===== config.mk =====
export PLATFORM = sky130hd
export DESIGN_NAME = multi_channel_one_shot_timer
export DESIGN_NICKNAME = d
export VERILOG_FILES = /design/src/rtl/mcost_pkg.sv /design/src/rtl/multi_channel_one_shot_timer.sv /design/src/rtl/mcost_front.sv /design/src/rtl/mcost_back.sv
export SDC_FILE = /design/constraint.sdc
export NUM_CORES = 1
export LEC_CHECK = 0
export BUFFER_PORTS_ARGS = -buffer_cell sky130_fd_sc_hd__buf_2
export CORE_UTILIZATION = 40
export CTS_CLUSTER_DIAMETER = 200
export DETAILED_ROUTE_END_ITERATION = 8
export GPL_TIMING_DRIVEN = 0
export MAX_ROUTING_LAYER = met4
export PLACE_DENSITY_LB_ADDON = 0.25
export SLEW_MARGIN = 20
export SYNTH_ARGS = -nofsm -noshare
export SYNTH_HDL_FRONTEND = slang
export SYNTH_SLANG_ARGS = --single-unit

===== constraint.sdc =====
create_clock -name clk -period 4.6 [get_ports clk]
set_input_delay 0 -clock clk [delete_from_list [all_inputs] [get_ports clk]]
set_output_delay 0 -clock clk [all_outputs]
set_load 0.05 [all_outputs]

===== src/rtl/mcost_pkg.sv =====
package mcost_pkg;

  localparam int CHANNELS = 8;
  localparam int CH_W = (CHANNELS > 1) ? $clog2(CHANNELS) : 1;
  localparam int FIFO_DEPTH = 2;
  localparam int FIFO_AW = (FIFO_DEPTH > 1) ? $clog2(FIFO_DEPTH) : 1;
  localparam int FIFO_CW = $clog2(FIFO_DEPTH + 1);
  localparam int ID_W = 8;
  localparam int DELAY_W = 14;
  localparam int TICKS_W = 16;
  localparam int TICKS_PER_MS_SHIFT = 2;

  typedef enum logic [1:0] {
    REQ_ADD,
    REQ_REMOVE,
    REQ_QUERY,
    REQ_TICK
  } req_t;

  localparam logic RES_ANSWER = 1'b0;
  localparam logic RES_EXPIRY = 1'b1;

  typedef struct packed {
    req_t               kind;
    logic [ID_W-1:0]    id;
    logic [TICKS_W-1:0] ticks;
  } cmd_t;

  typedef struct packed {
    logic            found;
    logic [CH_W-1:0] index;
  } pick_t;

  function automatic pick_t lowest_set(input logic [CHANNELS-1:0] bits);
    pick_t p;
    p.found = 1'b0;
    p.index = '0;
    for (int i = CHANNELS - 1; i >= 0; i--) begin
      if (bits[i]) begin
        p.found = 1'b1;
        p.index = CH_W'(i);
      end
    end
    return p;
  endfunction

endpackage


===== src/rtl/multi_channel_one_shot_timer.sv =====
// Multi-channel one-shot timer with eight pending delays, each tagged by an ID.
// Input beats carry a request kind on s_tuser (add, remove, query, tick) and
// the ID and delay in milliseconds on s_tdata. Output beats carry the result
// kind on m_tuser, the ok flag and expired ID on m_tdata, and m_tlast on the
// final beat caused by one input beat.
// An add, remove or query gives one registered answer beat.
// A tick counts every pending delay down by one quarter millisecond and gives
// one expiry beat per delay that runs out, in slot order, one beat per cycle
// unless the receiver stalls; a tick with no expiry gives no beat.
// A two-entry queue sits between the input stage and the table engine, so new
// requests are taken while a result waits. The engine handles one request per
// cycle while the output is free; a tick with expiries holds it until its last beat.
// When the receiver stalls, the output register holds its beat, the engine
// waits, and the queue fills before s_tready drops.
// Reset empties the queue, frees every slot and drops m_tvalid.
module multi_channel_one_shot_timer (
  input  logic        clk,
  input  logic        rst,
  input  logic        s_tvalid,
  output logic        s_tready,
  input  logic [23:0] s_tdata,   // entry_id[7:0], delay[21:8], zero fill
  input  logic [1:0]  s_tuser,   // req_type[1:0]
  output logic        m_tvalid,
  input  logic        m_tready,
  output logic [15:0] m_tdata,   // ok[0], expired_id[8:1], zero fill
  output logic        m_tuser,   // result_kind[0]
  output logic        m_tlast
);

  logic            cmd_valid;
  logic            cmd_ready;
  mcost_pkg::cmd_t cmd;

  mcost_front u_front (
    .clk       (clk),
    .rst       (rst),
    .s_tvalid  (s_tvalid),
    .s_tready  (s_tready),
    .s_tdata   (s_tdata),
    .s_tuser   (s_tuser),
    .cmd_valid (cmd_valid),
    .cmd_ready (cmd_ready),
    .cmd       (cmd)
  );

  mcost_back u_back (
    .clk       (clk),
    .rst       (rst),
    .cmd_valid (cmd_valid),
    .cmd_ready (cmd_ready),
    .cmd       (cmd),
    .m_tvalid  (m_tvalid),
    .m_tready  (m_tready),
    .m_tdata   (m_tdata),
    .m_tuser   (m_tuser),
    .m_tlast   (m_tlast)
  );

endmodule


===== src/rtl/mcost_front.sv =====
module mcost_front (
  input  logic                 clk,
  input  logic                 rst,
  input  logic                 s_tvalid,
  output logic                 s_tready,
  input  logic [23:0]          s_tdata,
  input  logic [1:0]           s_tuser,
  output logic                 cmd_valid,
  input  logic                 cmd_ready,
  output mcost_pkg::cmd_t      cmd
);

  mcost_pkg::cmd_t                       queue [mcost_pkg::FIFO_DEPTH];
  logic [mcost_pkg::FIFO_AW-1:0]         wr_ptr;
  logic [mcost_pkg::FIFO_AW-1:0]         rd_ptr;
  logic [mcost_pkg::FIFO_CW-1:0]         count;
  mcost_pkg::cmd_t                       incoming;
  logic [mcost_pkg::DELAY_W-1:0]         req_ms;
  logic                                  push;
  logic                                  pop;

  assign req_ms = s_tdata[mcost_pkg::ID_W +: mcost_pkg::DELAY_W];

  always_comb begin
    incoming.kind = mcost_pkg::req_t'(s_tuser);
    incoming.id   = s_tdata[mcost_pkg::ID_W-1:0];
    if (req_ms == '0) begin
      incoming.ticks = mcost_pkg::TICKS_W'(1);
    end else begin
      incoming.ticks = {req_ms, {mcost_pkg::TICKS_PER_MS_SHIFT{1'b0}}};
    end
  end

  assign s_tready  = (count != mcost_pkg::FIFO_CW'(mcost_pkg::FIFO_DEPTH));
  assign cmd_valid = (count != '0);
  assign cmd       = queue[rd_ptr];
  assign push      = s_tvalid && s_tready;
  assign pop       = cmd_valid && cmd_ready;

  always_ff @(posedge clk) begin
    if (push) begin
      queue[wr_ptr] <= incoming;
    end
    if (rst) begin
      wr_ptr <= '0;
      rd_ptr <= '0;
      count  <= '0;
    end else begin
      if (push) begin
        wr_ptr <= (wr_ptr == mcost_pkg::FIFO_AW'(mcost_pkg::FIFO_DEPTH - 1)) ? '0 : wr_ptr + 1'b1;
      end
      if (pop) begin
        rd_ptr <= (rd_ptr == mcost_pkg::FIFO_AW'(mcost_pkg::FIFO_DEPTH - 1)) ? '0 : rd_ptr + 1'b1;
      end
      if (push && !pop) begin
        count <= count + 1'b1;
      end else if (pop && !push) begin
        count <= count - 1'b1;
      end
    end
  end

endmodule


===== src/rtl/mcost_back.sv =====
module mcost_back (
  input  logic                 clk,
  input  logic                 rst,
  input  logic                 cmd_valid,
  output logic                 cmd_ready,
  input  mcost_pkg::cmd_t      cmd,
  output logic                 m_tvalid,
  input  logic                 m_tready,
  output logic [15:0]          m_tdata,
  output logic                 m_tuser,
  output logic                 m_tlast
);

  typedef enum logic {
    ST_IDLE,
    ST_EMIT
  } state_t;

  state_t                                state;
  logic [mcost_pkg::CHANNELS-1:0]        slot_valid;
  logic [mcost_pkg::ID_W-1:0]            slot_id    [mcost_pkg::CHANNELS];
  logic [mcost_pkg::TICKS_W-1:0]         slot_ticks [mcost_pkg::CHANNELS];
  logic [mcost_pkg::CHANNELS-1:0]        expire_mask;
  logic                                  out_kind;
  logic                                  out_ok;
  logic [mcost_pkg::ID_W-1:0]            out_id;
  logic                                  out_last;

  logic                                  out_free;
  logic                                  out_load;
  logic [mcost_pkg::CHANNELS-1:0]        hit_mask;
  logic [mcost_pkg::CHANNELS-1:0]        due_mask;
  mcost_pkg::pick_t                      hit_pick;
  mcost_pkg::pick_t                      free_pick;
  mcost_pkg::pick_t                      emit_pick;
  logic [mcost_pkg::CHANNELS-1:0]        expire_mask_next;

  always_comb begin
    for (int i = 0; i < mcost_pkg::CHANNELS; i++) begin
      hit_mask[i] = slot_valid[i] && (slot_id[i] == cmd.id);
      due_mask[i] = slot_valid[i] && (slot_ticks[i] <= mcost_pkg::TICKS_W'(1));
    end
    hit_pick  = mcost_pkg::lowest_set(hit_mask);
    free_pick = mcost_pkg::lowest_set(~slot_valid);
    emit_pick = mcost_pkg::lowest_set(expire_mask);
    expire_mask_next = expire_mask;
    expire_mask_next[emit_pick.index] = 1'b0;
  end

  assign out_free  = !m_tvalid || m_tready;
  assign out_load  = out_free &&
                     (((state == ST_IDLE) && cmd_valid && (cmd.kind != mcost_pkg::REQ_TICK)) ||
                      (state == ST_EMIT));
  assign cmd_ready = (state == ST_IDLE) && out_free;
  assign m_tdata   = {{(16 - mcost_pkg::ID_W - 1){1'b0}}, out_id, out_ok};
  assign m_tuser   = out_kind;
  assign m_tlast   = out_last;

  always_ff @(posedge clk) begin
    if (rst) begin
      state       <= ST_IDLE;
      slot_valid  <= '0;
      expire_mask <= '0;
      m_tvalid    <= 1'b0;
    end else begin
      if (out_load) begin
        m_tvalid <= 1'b1;
      end else if (m_tready) begin
        m_tvalid <= 1'b0;
      end
      case (state)
        ST_IDLE: begin
          if (cmd_valid && out_free) begin
            out_kind <= mcost_pkg::RES_ANSWER;
            out_id   <= '0;
            out_last <= 1'b1;
            case (cmd.kind)
              mcost_pkg::REQ_ADD: begin
                out_ok   <= free_pick.found && !hit_pick.found;
                if (free_pick.found && !hit_pick.found) begin
                  slot_valid[free_pick.index] <= 1'b1;
                  slot_id[free_pick.index]    <= cmd.id;
                  slot_ticks[free_pick.index] <= cmd.ticks;
                end
              end
              mcost_pkg::REQ_REMOVE: begin
                out_ok   <= hit_pick.found;
                if (hit_pick.found) begin
                  slot_valid[hit_pick.index] <= 1'b0;
                end
              end
              mcost_pkg::REQ_QUERY: begin
                out_ok   <= hit_pick.found;
              end
              default: begin
                for (int i = 0; i < mcost_pkg::CHANNELS; i++) begin
                  if (due_mask[i]) begin
                    slot_valid[i] <= 1'b0;
                  end else if (slot_valid[i]) begin
                    slot_ticks[i] <= slot_ticks[i] - 1'b1;
                  end
                end
                expire_mask <= due_mask;
                if (due_mask != '0) begin
                  state <= ST_EMIT;
                end
              end
            endcase
          end
        end
        ST_EMIT: begin
          if (out_free) begin
            out_kind    <= mcost_pkg::RES_EXPIRY;
            out_ok      <= 1'b0;
            out_id      <= slot_id[emit_pick.index];
            out_last    <= (expire_mask_next == '0);
            expire_mask <= expire_mask_next;
            if (expire_mask_next == '0) begin
              state <= ST_IDLE;
            end
          end
        end
        default: begin
          state <= ST_IDLE;
        end
      endcase
    end
  end

endmodule


# After elaboration in Yosys (flattened, before gate mapping)
# Memory sizes are Yosys's and may differ from the RTL's. A register that Yosys moved wholly into a read port is not among the register bits.
# Cells that the tools add are included.
# totals
reg_bits	33
output_inout_bits	20
word_cells	278
n_memories	3
ramBits	244
# classes
mux	140
n_reduce_logical	64
n_addsub	12
magnitude_cmp	14
bitwise	9
eq_ne	18
# mem_list
name	words	width	rd	rd_ports_with_merged_regs	wr	line_no	source
u_back.slot_ticks	8	16	8	0	8	mcost_back.sv:22	logic [mcost_pkg::TICKS_W-1:0] slot_ticks [mcost_pkg::CHANNELS];
u_back.slot_id	8	8	9	0	1	mcost_back.sv:21	logic [mcost_pkg::ID_W-1:0] slot_id [mcost_pkg::CHANNELS];
u_front.queue	2	26	1	1	1	mcost_front.sv:13	mcost_pkg::cmd_t queue [mcost_pkg::FIFO_DEPTH];
# op_table
operator	count
<= comparator 16 x 1 -> 1 bit, second input constant	8
subtractor 16 x 1 -> 16 bit, second input constant	8
2-to-1 mux 1 bit	93
== test 8 bit	8
2-to-1 mux 4 bit	16
2-to-1 mux 8 bit	7
AND reduction 6 bit	8
2-to-1 mux 16 bit	2
case mux 8 bit (2 select lines)	2
logical AND 1 bit	29
2-to-1 mux 3 bit	9
inverter 8 bit	3
case mux 8 bit (3 select lines)	1
nonzero test 3 bit	8
bitwise AND 8 bit	2
OR reduction 16 bit	1
zero test 14 bit	1
less-than comparator 3 x 4 -> 1 bit, second input constant	3
!= test 2 bit, second input constant	5
case mux 1 bit (2 select lines)	5
demux 1 bit (select 3 bit)	3
greater-or-equal comparator 3 x 1 -> 1 bit, second input constant	3
zero test 8 bit	1
bitwise OR 8 bit	1
other kinds (18)	30

# Logic depth before layout (Yosys ltp)
# Gate-level depths: netlist of run 1.
# An unclocked memory read counts as a cell.
# logic_depth
depth_word	20
ltp_mapped	12
ltp_nobuf	10

# Hierarchy
# A second synthesis of run 1 with hierarchy kept.
# hier_totals
hier_cells	1386
area_unflattened_um2	14843.0
# by_module_without_submodules
mod	cells_each	instances	seq_area_each_um2	area_per_inst_um2
mcost_back	1263	1	6456.2	12712.2
mcost_front	123	1	1601.5	2130.8

# Least setup slack after synthesis of run 1
# No wires, ideal clock.
# synth_timing
path_kind	flip-flop to flip-flop
start	register (tool-made name)
end	memory u_back.slot_ticks[7][0] (netlist name), enable pin
synth_period_minus_slack_ns	3.997
slack_ns	0.603
path_stages_with_launch	10
setup_time_ns	0.411
t_arrival_ns	3.586
cell_sequence	dfxtp_1 buf_6 buf_12 clkbuf_1 mux2i_1 ha_1 clkinv_1 nor3_1 nand3_1 o21ai_0
# synth_rtl
item	line_no
end: declaration	mcost_back.sv:22

==> impl_metrics.env, run 1 <==
export IMPL_outcome="finished, violations left"
export IMPL_violations="DRC"
export IMPL_vias=10650
export IMPL_worstSetupEndpointType="flip-flop"
export IMPL_synth_main_ff_cell="sky130_fd_sc_hd__edfxtp_1"
export IMPL_design_portCount=50
export IMPL_non_filler_instance_count_after_layout=1915
export IMPL_via_count_of_the_first_global_routing_pass=10350
export IMPL_post_route_drc_count=2
export IMPL_final_cell_mix="sky130_fd_sc_hd__edfxtp_1, sky130_fd_sc_hd__nor2_1, sky130_fd_sc_hd__a21oi_1, sky130_fd_sc_hd__xnor2_1, sky130_fd_sc_hd__xor2_1"
export IMPL_seq_area_frac_synth_pct=55.24
export IMPL_total_power_per_unit_cell_area_nw_per_um2=452.8
export IMPL_largest_vdd_supply_drop_v=0.0003615
export IMPL_drt_pass1_iter_count=8
export IMPL_synthCells=1305
export IMPL_numClockSinks=276
export IMPL_routed_via_density=5.562
export IMPL_synthArstFlopShare_pct=0
export IMPL_multi_input_area_um2=6211
export IMPL_power_total_mw=7.708
export IMPL_die_height_um=193.0
export IMPL_hpwl_mm=26.12
export IMPL_synth_ff_latch_count=276
export IMPL_design_die_area_um2=37240
export IMPL_h_tree_levels=2
export IMPL_route_final_wire_length_mm=37.65
export IMPL_final_max_slew_violation_count=0
export IMPL_cts_resized=0
export IMPL_finalSetupViolCount=0
export IMPL_syn_area_per_cell_um2=11.18
export IMPL_fillerInstances=3232
export IMPL_first_pass_grt_wire_length_mm=58.57
export IMPL_place_gp_congestion=0.9259
export IMPL_synthToLayoutAreaGrowth_pct=16.70
export IMPL_routedWlPerCell_um=19.66
export IMPL_synth_edf_count=253
export IMPL_overflow=0
export IMPL_hold_path_class="in -> reg"
export IMPL_place_worst_setup_slack_ps=-228.6
export IMPL_crit_arrival_ps=4320
export IMPL_tritoncts="yes"
export IMPL_fin_ws_ps=421.9
export IMPL_place_area_um2=15690
export IMPL_required_ps=4740
export IMPL_clock_root_buffer="sky130_fd_sc_hd__clkbuf_16"
export IMPL_netlist_cell_type_count=74
export IMPL_antenna_found_initial=0
export IMPL_path_class="reg -> reg"
export IMPL_place_detailed_instances=1828
export IMPL_die_w_um=193.0
export IMPL_total_leakage_power_nw=5.698
export IMPL_layout_area_seq_um2=8058
export IMPL_gr_usage_all_layers_pct=21.38
export IMPL_fmax_mhz=239.3
export IMPL_crit_fanout=19
export IMPL_cts_buffers=34
export IMPL_layout_drive_gt1_share_pct=11.90
export IMPL_floorplan_rows=69
export IMPL_post_route_cell_area_um2=17020
export IMPL_placement_io_buffers=39
export IMPL_max_slew_worst_pin_slew_ps=1019
export IMPL_fin_tns_setup_ps=0
export IMPL_clk_pin_slew_ps=60
export IMPL_final_hold_violation_count=0
export IMPL_finClkSkew_ps=33.54
export IMPL_worst_slew_margin_rel_pct=30.75
export IMPL_core_region_area_um2=35740
export IMPL_drv_max_cap_violation_count=0
export IMPL_setup_repair_after_global_routing_missed_its_margin="false"
export IMPL_max_clock_path_buffers=3
export IMPL_mostFrequentLayoutCell="sky130_fd_sc_hd__edfxtp_1"
export IMPL_synthesis_yosys_warnings=0
export IMPL_post_synth_instance_area_um2=14590
export IMPL_antennaDiodeCount=0
export IMPL_insertion_delay_ps=530
export IMPL_final_min_period_over_clock_period_pct=90.83
export IMPL_remaining_number_of_nets_flagged_by_the_antenna_check_after_routing=0
export IMPL_timing_final_crit_period_ps=4178
export IMPL_final_net_count=1482
export IMPL_crit_path_start_kind="flip-flop"
export IMPL_initial_util_pct=40.81
export IMPL_initialDrtViolationCount=1111
export IMPL_grt_max_degree=26
==> logic make-up (layout without fill, tap and decap cells) <==
| logic type | Yosys count | count (layout) | synth area share (%) |
|---|---|---|---|
| compound gates | 240 | 240 | 10.23 |
| xor+xnor | 164 | 164 | 9.846 |
| fa+ha+maj | 22 | 22 | 1.887 |
| buf+inv | 107 | 250 | 3.182 |
| flops | 276 | 276 | 55.24 |
| mux | 47 | 47 | 4.537 |
| other cells | 1 | 7 | 0.02571 |
| simple gates | 448 | 448 | 15.05 |
==> report_power, final <==
group / switching (mW) / total [mW] / internal [mW] / leakage [nW]
logic: 1.28 / 1.98 / 0.697 / 2.70
registers: 0.0854 / 3.18 / 3.09 / 2.49
clock network: 1.04 / 2.55 / 1.52 / 0.508
==> worst max-delay path, cell delays in order (launching register included) <==
cell	delay [ps]
sky130_fd_sc_hd__dfxtp_1	330
sky130_fd_sc_hd__buf_6	200
sky130_fd_sc_hd__buf_12	240
sky130_fd_sc_hd__mux2i_2	320
sky130_fd_sc_hd__buf_6	210
sky130_fd_sc_hd__xnor2_1	150
sky130_fd_sc_hd__nor4_1	110
sky130_fd_sc_hd__nand4_1	310
sky130_fd_sc_hd__nand4_4	200
sky130_fd_sc_hd__nor3_1	330
sky130_fd_sc_hd__nand2_1	490
sky130_fd_sc_hd__nor2_1	900
==> repair_timing <==
action | in CTS | in global routing
buffers inserted | 0 | 0
hold buffers | 28 | 0
hold endpoints to repair | 54 | 0
setup endpoints to repair | 16 | 0
==> Yosys cell counts (all sizes together) (2+ instances only) <==
master	n	area, µm²
nor3b	7	52.55
buf	13	111.4
nor3	68	345.3
nor4	42	262.8
nand2	45	168.9
o311ai	2	17.52
ha	22	275.3
or2	4	25.02
and3	4	25.02
xnor2	89	779.5
a31oi	6	37.54
nor2b	7	43.79
a211oi	2	15.01
nand3	31	155.2
clkbuf	54	202.7
a222oi	8	80.08
o211ai	3	22.52
xor2	75	656.9
dfxtp	23	460.4
o31a	7	61.31
or3	11	68.82
o21ai	30	150.1
o2111ai	2	17.52
and4	2	20.02
a2111oi	3	32.53
o21bai	3	22.52
o41ai	3	26.28
nand4b	2	17.52
nand3b	7	52.55
mux4	8	180.2
o31ai	5	37.54
nor2	179	674.4
and2	5	31.28
inv	39	146.4
edfxtp	253	7597
a21oi	131	659.4
a221oi	3	45.04
or4	9	71.32
a21boi	9	67.56
nand4	12	96.34
a311oi	3	26.28
nand2b	12	75.07
mux2i	39	481.7
a22oi	9	67.56
==> final timing paths <==
| check | from | endpoint | slack [ps] | cells past startpoint |
|---|---|---|---|---|
| max | flip-flop | u_back.slot_id[6][2] | 420 | 11 |
| min | s_tdata[7] | u_front.queue[0][23] | 200 | 2 |
| max reg2reg | flip-flop | u_back.slot_id[6][2] | 420 | 11 |
| min reg2reg | u_back.state | u_back.m_tuser | 430 | 0 |
==> routing by layer <==
layer | vias up | wire, µm | track usage, %
met5 | - | 0 | -
met3 | 63 | 2206 | 3.059
met2 | 338 | 16990 | 31.47
met1 | 5187 | 17590 | 30.61
met4 | 0 | 869 | 6.250
li1 | 5064 | - | -
==> sequential cells by signal, indices dropped and copies added (netlist names), named ones only <==
name                flops
u_front.rd_ptr          1
u_back.slot_valid       8
u_back.state            1
u_front.wr_ptr          1
u_front.count           2
u_back.m_tlast          1
u_back.expire_mask      8
u_back.slot_id         64
u_back.m_tvalid         1
u_back.out_id           8
u_back.m_tuser          1
u_back.slot_ticks     128
u_front.queue          50
u_back.out_ok           1
==> stage by stage <==
stage          utilization [%]  hold WS [ps]
3_5_place_dp             43.91         191.9
3_3_place_gp             43.04         188.9
2_1_floorplan                -         98.87
5_1_grt                  47.63         207.2
4_1_cts                  47.63         186.0
6_report                 47.63         196.9
==> final cells by class <==
| cell class | instances | area share [%] |
|---|---|---|
| tap | 461 | 3.388 |
| clock inverter | 14 | 0.5586 |
| sequential | 276 | 47.33 |
| multi-input combinational | 928 | 36.48 |
| inverter | 40 | 0.8820 |
| timing repair buffer | 84 | 3.895 |
| clock buffer | 46 | 5.637 |
| buffer | 66 | 1.823 |
No activity file was read; power rests on OpenSTA's default activity.
==> inputs of run 2 (changes only) <==
--- a/config.mk
+++ b/config.mk
@@ -6,6 +6,7 @@
 export NUM_CORES = 1
 export LEC_CHECK = 0
 export BUFFER_PORTS_ARGS = -buffer_cell sky130_fd_sc_hd__buf_2
+export CORE_MARGIN = 3
 export CORE_UTILIZATION = 40
 export CTS_CLUSTER_DIAMETER = 200
 export DETAILED_ROUTE_END_ITERATION = 8
==> impl_metrics.env, run 2 (synthesis results as in run 1) <==
export IMPL_first_pass_grt_wire_length_mm=58.40
export IMPL_post_route_drc_count=0
export IMPL_via_count_of_the_first_global_routing_pass=10350
export IMPL_cts_buffers=30
export IMPL_worst_r2r_setup_slack_ps=490
export IMPL_p_sw_mw=2.370
export IMPL_fmax_mhz=243.2
export IMPL_clock_root_buffer="sky130_fd_sc_hd__clkbuf_16"
export IMPL_fin_ws_ps=488.2
export IMPL_critical_path_max_stage_delay_ps=870
export IMPL_gr_usage_met3_pct=3.521
export IMPL_power_switching_fraction_pct=31.12
export IMPL_critical_path_n_buffers_inverters=3
export IMPL_placement_io_buffers=39
export IMPL_hp_start="s_tdata[5]"
export IMPL_max_clock_path_buffers=3
export IMPL_required_ps=4790
export IMPL_intPower_mw=5.246
export IMPL_routedWlPerCell_um=19.65
export IMPL_core_region_area_um2=35740
export IMPL_final_min_period_over_clock_period_pct=89.39
export IMPL_design_portCount=50
export IMPL_crit_path_start_kind="flip-flop"
export IMPL_setup_repair_after_global_routing_missed_its_margin="false"
export IMPL_worstPathCellList="buf_6 > buf_12 > mux2i_2 > buf_6 > xnor2_1 > nor4_1 > nand4b_1 > nand4_2 > nor3_1 > nand2_1 > nor2_1"
export IMPL_route_final_wire_length_mm=37.59
export IMPL_insertion_delay_ps=570
export IMPL_clkPwrFrac_pct=32.1
export IMPL_hpwl_mm=26.71
export IMPL_met1_usage_pct=28.45
export IMPL_worstSetupEndpointType="flip-flop"
export IMPL_worstReg2RegEnd="u_back.slot_id[4][2]"
export IMPL_max_slew_worst_pin_slew_ps=998.7
export IMPL_gr_usage_all_layers_pct=19.87
export IMPL_drv_max_cap_violation_count=0
export IMPL_layout_area_seq_um2=8058
export IMPL_path_delay_family="simple AND/OR/NAND/NOR gates"
export IMPL_met2_usage_pct=29.49
export IMPL_tritoncts="yes"
export IMPL_post_cts_repair_setup_buffers=0
export IMPL_mostFrequentLayoutCell="sky130_fd_sc_hd__edfxtp_1"
export IMPL_finClkSkew_ps=23.17
export IMPL_layout_drive_gt1_share_pct=11.92
export IMPL_clk_pin_slew_ps=60
export IMPL_total_power_per_unit_cell_area_nw_per_um2=448.7
export IMPL_biggestRegsByFlops="u_back.slot_ticks: 128 flops, u_back.slot_id: 64 flops, u_front.queue: 50 flops"
export IMPL_drt_pass1_iter_count=5
export IMPL_critical_path_slowest_cell="sky130_fd_sc_hd__nor2_1"
export IMPL_numClockSinks=276
export IMPL_vias=10570
export IMPL_r2r_cells=11
export IMPL_total_leakage_power_nw=5.685
export IMPL_largest_reg_flops=128
export IMPL_timing_final_crit_period_ps=4112
export IMPL_min_path_cells=2
export IMPL_top_register="u_back.slot_ticks"
export IMPL_grt_max_degree=26
export IMPL_final_max_slew_violation_count=0
export IMPL_worst_slew_margin_rel_pct=32.10
export IMPL_final_cell_mix="sky130_fd_sc_hd__edfxtp_1, sky130_fd_sc_hd__nor2_1, sky130_fd_sc_hd__a21oi_1, sky130_fd_sc_hd__xnor2_1, sky130_fd_sc_hd__xor2_1"
export IMPL_finalSetupViolCount=0
export IMPL_path_class="reg -> reg"
export IMPL_die_w_um=197.0
export IMPL_place_gp_congestion=0.9481
export IMPL_initialDrtViolationCount=1012
export IMPL_power_total_mw=7.616
export IMPL_fillerInstances=3287
export IMPL_design_die_area_um2=38800
export IMPL_synthToLayoutAreaGrowth_pct=16.36
export IMPL_h_tree_levels=1
export IMPL_crit_fanout=19
export IMPL_seq_power_share_pct=41.7
export IMPL_floorplan_rows=69
export IMPL_antenna_found_initial=1
export IMPL_initial_util_pct=40.81
export IMPL_largest_vdd_supply_drop_v=0.0004269
export IMPL_place_worst_setup_slack_ps=-275.7
export IMPL_crit_arrival_ps=4300
export IMPL_routed_via_density=5.525
export IMPL_overflow=0
export IMPL_final_hold_violation_count=0
export IMPL_comb_power_share_pct=26.2
export IMPL_die_height_um=197.0
export IMPL_multi_input_area_um2=6211
export IMPL_final_net_count=1480
export IMPL_hold_path_class="in -> reg"
export IMPL_worstHoldEndpoint="u_front.queue[0][21]"
export IMPL_outcome="finished clean"
export IMPL_crit_path_frequent_cell="sky130_fd_sc_hd__buf_6"
export IMPL_remaining_number_of_nets_flagged_by_the_antenna_check_after_routing=0
export IMPL_grt_busiest_layer="met2"
-- run 2: cell types whose count changed in the layout (fill, tap and decap cells not counted), sizes merged --
cell and change:
clkinv +1, bufinv +3, clkinvlp -2, diode +1, inv +1, buf +2
clkbuf -8
-- run 2: repair_timing --
item	4_1_cts	5_1_grt
resized for setup	0	0
hold endpoints to repair	55	0
setup endpoints to repair	16	0
hold buffers	28	0
-- run 2: worst max-delay path by stage --
stage	from	to	slack (ps)	depth (start not counted)
floorplan	flip-flop	u_back.slot_ticks[7][0]	600	9
CTS	flip-flop	u_back.slot_id[5][2]	460	11
global route	flip-flop	u_back.slot_id[4][4]	240	11
global placement	flip-flop	u_back.slot_ticks[3][9]	-900	9
finish	flip-flop	u_back.slot_id[4][2]	490	11
detailed placement	flip-flop	u_back.slot_ticks[2][9]	-280	12
-- run 2: routing by layer --
metal	up-vias	share of wire, %
met5	-	0
met4	0	2.2
met3	50	7.5
met2	375	44
met1	5102	46
li1	5043	-
-- run 2: final cells by class --
| class | instances | area share, % |
|---|---|---|
| antenna | 1 | 0.01474 |
| buffer | 66 | 1.828 |
| clock buffer | 38 | 4.725 |
| clock inverter | 17 | 1.069 |
| inverter | 40 | 0.8846 |
| multi-input combinational | 928 | 36.59 |
| sequential | 276 | 47.47 |
| tap | 461 | 3.398 |
| timing repair buffer | 86 | 4.017 |
-- run 2: worst register-to-register path, delay by kind of cell, from the launching register on --
| kind | cells | cell delay (ps) |
|---|---|---|
| xor+xnor | 1 | 180 |
| buf+inv | 3 | 640 |
| flops | 1 | 330 |
| mux | 1 | 310 |
| simple gates | 6 | 2260 |
-- run 2: through the flow --
step	area [µm²]	hold WS, ps	cells	util, %	TNS [ps]
2_1_floorplan	14610	98.87	1311	-	0
3_3_place_gp	15380	190.0	1811	43.04	-87970
3_5_place_dp	15710	191.7	1830	43.96	-3300
4_1_cts	16970	136.8	1912	47.48	0
5_1_grt	16970	144.8	1913	47.49	0
6_report	16970	149.7	1913	47.49	0
-- run 2: power by group through the flow --
stage	clock (mW)	combinational, mW	sequential (mW)
floorplan	0	1.21	3.26
global placement	0	1.82	3.22
detailed placement	0	1.96	3.23
CTS	2.49	1.98	3.18
global route	2.58	2.16	3.19
finish	2.44	1.99	3.18
==> inputs of run 3 (changes only) <==
--- a/config.mk
+++ b/config.mk
@@ -5,10 +5,10 @@
 export SDC_FILE = /design/constraint.sdc
 export NUM_CORES = 1
 export LEC_CHECK = 0
+export ABC_CLOCK_PERIOD_IN_PS = 4600
 export BUFFER_PORTS_ARGS = -buffer_cell sky130_fd_sc_hd__buf_2
-export CORE_MARGIN = 3
+export CORE_MARGIN = 2
 export CORE_UTILIZATION = 40
-export CTS_CLUSTER_DIAMETER = 200
 export DETAILED_ROUTE_END_ITERATION = 8
 export GPL_TIMING_DRIVEN = 0
 export MAX_ROUTING_LAYER = met4
==> impl_metrics.env, run 3 (synthesis results as in run 1) <==
export IMPL_route_final_wire_length_mm=37.15
export IMPL_crit_path_start_kind="flip-flop"
export IMPL_top_register="u_back.slot_ticks"
export IMPL_final_net_count=1475
export IMPL_biggestRegsByFlops="u_back.slot_ticks: 128 flops, u_back.slot_id: 64 flops, u_front.queue: 50 flops"
export IMPL_largest_vdd_supply_drop_v=0.0003873
export IMPL_routed_via_density=5.559
export IMPL_insertion_delay_ps=570
export IMPL_final_cell_mix="sky130_fd_sc_hd__edfxtp_1, sky130_fd_sc_hd__nor2_1, sky130_fd_sc_hd__a21oi_1, sky130_fd_sc_hd__xnor2_1, sky130_fd_sc_hd__xor2_1"
export IMPL_finalSetupViolCount=0
export IMPL_clock_root_buffer="sky130_fd_sc_hd__clkbuf_16"
export IMPL_antenna_found_initial=0
export IMPL_total_power_per_unit_cell_area_nw_per_um2=450.2
export IMPL_crit_fanout=19
export IMPL_die_w_um=195.0
export IMPL_via_count_of_the_first_global_routing_pass=10420
export IMPL_initial_util_pct=40.81
export IMPL_finClkSkew_ps=11.44
export IMPL_setup_repair_after_global_routing_missed_its_margin="false"
export IMPL_path_class="reg -> reg"
export IMPL_antennaDiodeCount=0
export IMPL_floorplan_rows=69
export IMPL_drv_max_cap_violation_count=0
export IMPL_final_hold_violation_count=0
export IMPL_max_slew_worst_pin_slew_ps=1002
export IMPL_largest_reg_flops=128
export IMPL_crit_path_end="u_back.slot_id[4][0]"
export IMPL_numClockSinks=276
export IMPL_clk_pin_slew_ps=60
export IMPL_die_height_um=195.0
export IMPL_mostFrequentLayoutCell="sky130_fd_sc_hd__edfxtp_1"
export IMPL_worst_slew_margin_rel_pct=31.91
export IMPL_hold_path_class="in -> reg"
export IMPL_r2r_cells=11
export IMPL_design_portCount=50
export IMPL_outcome="finished clean"
export IMPL_hpwl_mm=25.96
export IMPL_worstSetupEndpointType="flip-flop"
export IMPL_max_clock_path_buffers=3
export IMPL_grt_max_degree=26
export IMPL_final_min_period_over_clock_period_pct=91.27
export IMPL_initialDrtViolationCount=971
export IMPL_h_tree_levels=1
export IMPL_placement_io_buffers=39
export IMPL_routedWlPerCell_um=19.48
export IMPL_crit_arrival_ps=4390
export IMPL_place_gp_congestion=0.9386
export IMPL_worst_r2r_setup_slack_ps=400
export IMPL_remaining_number_of_nets_flagged_by_the_antenna_check_after_routing=0
export IMPL_fmax_mhz=238.2
export IMPL_worstReg2RegEnd="u_back.slot_id[4][0]"
export IMPL_final_max_slew_violation_count=0
export IMPL_cts_buffers=30
export IMPL_synthToLayoutAreaGrowth_pct=16.22
export IMPL_core_region_area_um2=35740
export IMPL_fillerInstances=3309
export IMPL_first_pass_grt_wire_length_mm=58.16
export IMPL_total_leakage_power_nw=5.677
export IMPL_post_route_drc_count=0
export IMPL_fin_tns_setup_ps=0
export IMPL_design_die_area_um2=38010
export IMPL_drt_pass1_iter_count=5
export IMPL_overflow=0
export IMPL_timing_final_crit_period_ps=4198
export IMPL_fin_ws_ps=401.6
export IMPL_vias=10600
export IMPL_place_worst_setup_slack_ps=-241.7
export IMPL_layout_drive_gt1_share_pct=12.03
export IMPL_required_ps=4790
export IMPL_tritoncts="yes"
export IMPL_gr_usage_all_layers_pct=20.00
run 3: cell count changes in the layout (fill, tap and decap cells not counted), sizes merged:
cell	change
clkinvlp	+1
clkinv	+3
bufinv	+1
inv	-1
diode	-1
buf	-5
clkbuf	-4
run 3: how the worst min path moves through the flow:
| stage | from | end | slack [ps] | cells after the start |
|---|---|---|---|---|
| 6_report | s_tdata[4] | u_front.queue[0][20] | 160 | 2 |
| 5_1_grt | s_tdata[4] | u_front.queue[1][20] | 140 | 2 |
| 4_1_cts | s_tdata[1] | u_front.queue[0][17] | 130 | 2 |
| 3_3_place_gp | s_tdata[5] | u_front.queue[0][21] | 190 | 1 |
| 2_1_floorplan | s_tdata[0] | u_front.queue[0][16] | 100 | 0 |
| 3_5_place_dp | s_tdata[4] | u_front.queue[1][20] | 190 | 1 |
run 3: per-layer routing:
layer	wire [µm]	part of all wire (%)	track usage, %
met1	17270	46	28.20
met2	16400	44	29.79
met3	2490	6.7	3.161
met4	989	2.7	6.050
met5	0	0	-
run 3: layout make-up:
class                           count  area (µm²)  share of cell area, %
Buffer                             66       310.3                  1.830
Clock buffer                       34       787.0                  4.642
Clock inverter                     21       235.2                  1.387
Inverter                           40       150.1                 0.8856
Multi-Input combinational cell    928        6211                  36.63
Sequential cell                   276        8058                  47.53
Tap cell                          461       576.8                  3.402
Timing Repair Buffer               81       625.6                  3.690
run 3: critical path, cell delays in order, from the launching register on:
cell and delay, ps:
sky130_fd_sc_hd__dfxtp_1 320, sky130_fd_sc_hd__buf_6 200, sky130_fd_sc_hd__buf_12 230, sky130_fd_sc_hd__mux2i_2 330, sky130_fd_sc_hd__buf_6 210, sky130_fd_sc_hd__xnor2_1 150
sky130_fd_sc_hd__nor4_1 120, sky130_fd_sc_hd__nand4_1 310, sky130_fd_sc_hd__nand4_4 210, sky130_fd_sc_hd__nor3_1 320, sky130_fd_sc_hd__nand2_1 500, sky130_fd_sc_hd__nor2_1 910
run 3: stage by stage:
step	total power, mW	cells	area, µm²	util, %	hold WS, ps
floorplan	4.471	1311	14610	-	98.87
global placement	5.034	1811	15380	43.04	189.9
detailed placement	5.158	1825	15660	43.80	191.5
CTS	7.687	1907	16950	47.43	129.0
global route	7.945	1907	16950	47.43	140.4
finish	7.633	1907	16950	47.43	156.9
run 3: report_power, final:
part | internal, mW | switching [mW] | total, mW
registers | 3.09 | 0.0837 | 3.17
clock network | 1.50 | 1.01 | 2.51
logic | 0.677 | 1.27 | 1.94
run 3: what timing repair did:
item | 4_1_cts | 5_1_grt
setup endpoints to repair | 16 | 0
hold buffers | 28 | 0
setup buffers | 0 | 0
resized for setup | 0 | 0
hold endpoints to repair | 56 | 0
